$ cat src/inverted_page_table_unit_top_defines.svh
// Assertion macros for the top level of the inverted page table unit.
`ifndef INVERTED_PAGE_TABLE_UNIT_TOP_DEFINES_SVH
`define INVERTED_PAGE_TABLE_UNIT_TOP_DEFINES_SVH

`ifndef SYNTHESIS
`define IPT_ASSERT_SAME(lbl, clk, rstn, ante, cons) \
  lbl: assert property (@(posedge clk) disable iff (!rstn) (ante) |-> (cons)) \
    else $error("assertion failed");
`define IPT_ASSERT_NEXT(lbl, clk, rstn, ante, cons) \
  lbl: assert property (@(posedge clk) disable iff (!rstn) (ante) |=> (cons)) \
    else $error("assertion failed");
`else
`define IPT_ASSERT_SAME(lbl, clk, rstn, ante, cons)
`define IPT_ASSERT_NEXT(lbl, clk, rstn, ante, cons)
`endif

`endif

$ cat src/ipt_pkg.sv
`default_nettype none
package ipt_pkg;

  localparam int REQ_W   = 2;
  localparam int PID_W   = 8;
  localparam int KIND_W  = 3;
  localparam int ADDR_W  = 32;
  localparam int FRAME_W = 8;
  localparam int PHYS_W  = 20;
  localparam int OFFS_W  = 12;

  localparam logic [ADDR_W-1:0] PAGE_BYTES = 32'd4096;

  localparam logic [REQ_W-1:0] REQ_ALLOC = 2'd0;
  localparam logic [REQ_W-1:0] REQ_XLATE = 2'd1;
  localparam logic [REQ_W-1:0] REQ_SHIFT = 2'd2;

  localparam logic [KIND_W-1:0] KIND_HEAP  = 3'd4;
  localparam logic [KIND_W-1:0] KIND_STACK = 3'd5;

  typedef struct packed {
    logic cnt_rst;
    logic cnt_inc;
    logic clr_wr;
    logic scan_rd;
    logic start;
    logic fire;
  } ctrl_cmd_t;

  typedef struct packed {
    logic clear_last;
    logic scan_last;
  } ctrl_sts_t;

endpackage
`default_nettype wire

$ cat src/ipt_ctrl.sv
`default_nettype none
module ipt_ctrl (
  input  wire                  clk_i,
  input  wire                  rst_ni,
  input  wire                  in_valid_i,
  output logic                 in_ready_o,
  output logic                 out_valid_o,
  input  wire                  out_ready_i,
  input  ipt_pkg::ctrl_sts_t   sts_i,
  output ipt_pkg::ctrl_cmd_t   cmd_o
);

  localparam logic [2:0] ST_CLEAR  = 3'd0;
  localparam logic [2:0] ST_IDLE   = 3'd1;
  localparam logic [2:0] ST_SCAN   = 3'd2;
  localparam logic [2:0] ST_DRAIN  = 3'd3;
  localparam logic [2:0] ST_FINISH = 3'd4;

  logic [2:0] state_q, state_d;
  logic       out_valid_q, out_valid_d;

  always_comb begin
    state_d    = state_q;
    cmd_o      = '0;
    in_ready_o = 1'b0;
    unique case (state_q)
      ST_CLEAR: begin
        cmd_o.clr_wr  = 1'b1;
        cmd_o.cnt_inc = 1'b1;
        if (sts_i.clear_last) begin
          cmd_o.cnt_rst = 1'b1;
          state_d       = ST_IDLE;
        end
      end
      ST_IDLE: begin
        in_ready_o = 1'b1;
        if (in_valid_i) begin
          cmd_o.start = 1'b1;
          state_d     = ST_SCAN;
        end
      end
      ST_SCAN: begin
        cmd_o.scan_rd = 1'b1;
        cmd_o.cnt_inc = 1'b1;
        if (sts_i.scan_last) begin
          cmd_o.cnt_rst = 1'b1;
          state_d       = ST_DRAIN;
        end
      end
      ST_DRAIN: begin
        state_d = ST_FINISH;
      end
      ST_FINISH: begin
        if (!out_valid_q || out_ready_i) begin
          cmd_o.fire = 1'b1;
          state_d    = ST_IDLE;
        end
      end
      default: begin
        state_d = ST_CLEAR;
      end
    endcase
  end

  always_comb begin
    out_valid_d = out_valid_q;
    if (cmd_o.fire) begin
      out_valid_d = 1'b1;
    end else if (out_ready_i) begin
      out_valid_d = 1'b0;
    end
  end

  always_ff @(posedge clk_i or negedge rst_ni) begin
    if (!rst_ni) begin
      state_q     <= ST_CLEAR;
      out_valid_q <= 1'b0;
    end else begin
      state_q     <= state_d;
      out_valid_q <= out_valid_d;
    end
  end

  assign out_valid_o = out_valid_q;

endmodule
`default_nettype wire

$ cat config.mk
export PLATFORM = sky130hd
export DESIGN_NAME = ipt_ctrl
export DESIGN_NICKNAME = d
export VERILOG_FILES = /design/src/inverted_page_table_unit_top_defines.svh /design/src/ipt_pkg.sv /design/src/ipt_ctrl.sv
export SDC_FILE = /design/constraint.sdc
export NUM_CORES = 1
export LEC_CHECK = 0
export ABC_CLOCK_PERIOD_IN_PS = 1500
export BUFFER_PORTS_ARGS = -buffer_cell sky130_fd_sc_hd__buf_4
export CAP_MARGIN = 20
export CELL_PAD_IN_SITES_DETAIL_PLACEMENT = 0
export CELL_PAD_IN_SITES_GLOBAL_PLACEMENT = 1
export CORE_AREA = 2 2 39 41
export CTS_CLUSTER_SIZE = 30
export DETAILED_ROUTE_END_ITERATION = 7
export DIE_AREA = 0 0 41 43
export GPL_ROUTABILITY_DRIVEN = 1
export MAX_ROUTING_LAYER = met4
export PLACE_DENSITY_LB_ADDON = 0.3
export SKIP_LAST_GASP = 1
export SLEW_MARGIN = 10
export SYNTH_ARGS = -nofsm -noshare
export SYNTH_HDL_FRONTEND = slang
export SYNTH_SLANG_ARGS = --single-unit
$ cat constraint.sdc
create_clock -name clk_i -period 1.5 [get_ports clk_i]
set_clock_uncertainty 0.2 [all_clocks]
set_input_delay 0.225 -clock clk_i [delete_from_list [all_inputs] [get_ports clk_i]]
set_output_delay 0.225 -clock clk_i [all_outputs]
set_load 0.02 [all_outputs]
# Word level (Yosys, flattened, before mapping)
# Cells that the tools add are included.
[word_totals] out_inout_bits=8 regBits=4 elab_cells=32 in_bits=6
[op_classes] reduce_logical=5 mux=17 n_eq_ne=8
[op_table] operator="$pmux 3 s5" count=1
[op_table] operator="$mux 3" count=4
[op_table] operator="$mux 1" count=11
[op_table] operator="$ne 2x2->1 const B" count=4
[op_table] operator="$eq 3x2->1 const B" count=2
[op_table] operator="$pmux 2 s2" count=1
[op_table] operator="$reduce_and 4->1" count=1
[op_table] operator="$eq 3x1->1 const B" count=1
[op_table] operator="$eq 3x3->1 const B" count=1
[op_table] operator="$logic_not 3->1" count=1
[op_table] operator="$reduce_bool 2->1" count=1
[op_table] operator="$logic_not 1->1" count=1
[op_table] operator="$logic_or 1x1->1" count=1

# Logic depth before layout (Yosys ltp)
[depth] word_depth=5 mapped_depth=4 ltp_nobuf=3

# Least setup slack after synthesis
# No wires, ideal clock.
[synth_timing] path_type="register -> output" from="register state_q[1]" to="output cmd_o[1] (netlist bit)" path_stages_with_launch=4 required_time_ns=1.075 t_arrival_ns=1.172 slack_ns=-0.097 path_cell_list="dfrtp_1 -> buf_6 -> nor3b_2 -> and2_1"
[synth_lines] item="from (decl)" line="ipt_ctrl.sv:19" source="logic [2:0] state_q, state_d;"
[synth_lines] item="from (signal assigned)" line="ipt_ctrl.sv:79" source="state_q <= state_d;"
[synth_lines] item="to (decl)" line="ipt_ctrl.sv:10" source="output ipt_pkg::ctrl_cmd_t cmd_o"

==> flow_summary_export.csv <==
group,metric,value,unit
yosys,ys_seq_area_share,34.3,%
finish,syn_to_final_growth,79.0,%
clocking,root_buffer,"clkbuf_4",
yosys,synth_seq_cells,4,
die,core,1380,um2
sta,finalWorstSetupSlack,-0.117,ns
job,max-cap-violations,0,
clocking,clock_path_buffers,2,
yosys,synth.avg_cell_area,10.1,um2
finish,fillCellCount,140,
detailed_routing,vias_per_cell,4.30,
sta,post-route-min-period,1.62,ns
clocking,cts_tree,"yes",
detailed_routing,ant_nets,0,
grt,grt_overflow_total,0,
outcome,violations,"setup timing",
sta,fin_crit_sh,108,%
sta,hold_viol_final,0,
grt,grt_pass1_vias,298,
yosys,syn_nets,35,
die,start_util,21.1,%
yosys,ys_warn_count,0,
pwr,p_total,1.13,mW
placement,place.gp.congestion,0.764,
sta,drv_slew,0,
finish,seqCellArea,104,um2
hold_path,min_path_cells,3,
finish,nets,59,
critical_path,cp.required,1.07,ns
pwr,ir_drop,0.000655,V
critical_path,rr_worst_depth,5,
critical_path,startpoint_type,"register",
sta,relSlewSlack,86.9,%
pwr,p_per_area,2170,nW/um2
die,die_x,41,um
grt,track_usage,10.5,%
clocking,cts_sinks,4,
placement,dp_hpwl,465,um
detailed_routing,drt_pass1_iterations,4,
clocking,path_clk_slew,0.04,ns
grt,grt_pass1_wl,1190,um
placement,pre_cts_ws,0.0238,ns
clocking,cts-buffers-inserted,3,
pwr,leakagePower,0.245,nW
clocking,clk_latency,0.23,ns
sta,holdWs,0.0510,ns
detailed_routing,wl,732,um
detailed_routing,first_iter_violations,4,
critical_path,cp-end-kind,"primary output",
critical_path,crit_arrival,1.19,ns
yosys,syn_area,292,um2
detailed_routing,via_count,288,
placement,port_buffers,13,
clocking,htreeDepth,1,
grt,antenna_found_initial,0,
finish,final_layout_size_suffix_gt1_share,64.7,%
yosys,syn_inst,29,
die,ios,14,
sta,fmax,619,MHz
finish,final_area,522,um2
sta,grt_setup_unrepaired,"yes",
grt,grt_max_degree,9,
die,die_area,1760,um2
outcome,outcome,"complete, but fails checks",
die,core.rowCount,14,
critical_path,crit_type,"reg2out",
finish,final_util,37.7,%
sta,setup_viol,5,
critical_path,critPathMaxFanout,7,
finish,multiInputGateArea,173,um2
yosys,ys_types,18,
finish,antenna_cells,0,
detailed_routing,drc_errors,0,
die,die_y,43,um
placement,place_area,394,um2
sta,worst_slew_pin_slew,0.195,ns
detailed_routing,wl_per_cell,10.9,um
hold_path,hold_path.class,"in2reg",
==> state kept, by name (all words and copies together), names as in the netlist <==
signal and cells:
state_q 3, out_valid_o 1
==> cells by family after synthesis <==
group	Yosys count	synth area share (%)
simple gates	15	37.8
mux	2	6.87
flops	4	34.3
buf+inv	4	12.9
compound gates	4	8.15
==> cells in the final DEF, fill, tap and decap left out, drive strengths merged <==
cell type | synthesis | final
o31ai | 1 | 1
a31oi | 1 | 1
nand2 | 2 | 2
nor2 | 2 | 2
nor4b | 1 | 1
and3 | 1 | 1
o21ai | 1 | 1
dlygate4sd3 | 0 | 1
and2 | 2 | 2
a21oi | 1 | 1
mux2i | 2 | 2
clkbuf | 0 | 3
nor3b | 1 | 1
dfrtp | 4 | 4
nand3b | 2 | 2
nand2b | 2 | 2
buf | 4 | 22
nor3 | 2 | 2
==> final cells by class <==
cell class	instances	share of cell area, %
Multi-Input combinational cell	21	33.1
Sequential cell	4	19.9
Tap cell	16	3.84
Timing Repair Buffer	23	38.8
Clock buffer	3	4.32
==> power breakdown <==
| group | switching [mW] | internal [mW] |
|---|---|---|
| Sequential | 0.0865 | 0.157 |
| Combinational | 0.319 | 0.436 |
| Clock | 0.0424 | 0.0894 |
==> critical path, stage by stage, from the launching register on <==
cell     delay, ns
dfrtp_2       0.46
buf_12        0.15
nor2_4        0.08
and2_1        0.15
buf_6         0.12
==> per-layer routing <==
layer | share of wire (%) | track usage [%]
met3 | 4.0 | 3.14
met5 | 0 | -
met4 | 0 | 8.00
met1 | 36 | 11.4
met2 | 60 | 15.3
==> through the flow <==
step | std cells | TNS [ns]
floorplan | 29 | -0.00264
global placement | 56 | 0
detailed placement | 56 | 0
CTS | 66 | -0.369
global route | 67 | -0.916
finish | 67 | -0.442
==> Yosys cell counts <==
| master | number | area [um2] |
|---|---|---|
| o21ai_1 | 1 | 5.00 |
| nor4b_4 | 1 | 23.8 |
| and3_1 | 1 | 6.26 |
| nor2_2 | 1 | 6.26 |
| nand2_1 | 2 | 7.51 |
| nand3b_1 | 2 | 15.0 |
| and2_1 | 2 | 12.5 |
| buf_4 | 2 | 15.0 |
| nor3b_2 | 1 | 12.5 |
| nand2b_1 | 2 | 12.5 |
| dfrtp_1 | 4 | 100 |
| buf_6 | 2 | 22.5 |
| nor3_1 | 2 | 10.0 |
| a21oi_1 | 1 | 5.00 |
| a31oi_1 | 1 | 6.26 |
| mux2i_1 | 2 | 20.0 |
| nor2_1 | 1 | 3.75 |
| o31ai_1 | 1 | 7.51 |
==> path summary, 6_finish.rpt <==
check                                 start     endpoint  slack [ns]
worst max-delay path             state_q[0]     cmd_o[2]       -0.12
worst min-delay path               sts_i[0]   state_q[0]        0.05
worst max register to register   state_q[1]   state_q[0]        0.05
worst min register to register  out_valid_o  out_valid_o        0.35
max in group asynchronous            rst_ni   state_q[2]        0.86
min in group asynchronous            rst_ni   state_q[1]        0.13
==> timing repair <==
action                                  in CTS  in global routing
gates resized for setup                      7                  3
buffers inserted                             6                  1
pin swaps                                    1                  1
hold endpoints to repair                     4                  0
hold buffers                                 1                  0
endpoints found under the setup margin       7                  7
Note: power is estimated with default switching activity, not from simulation.
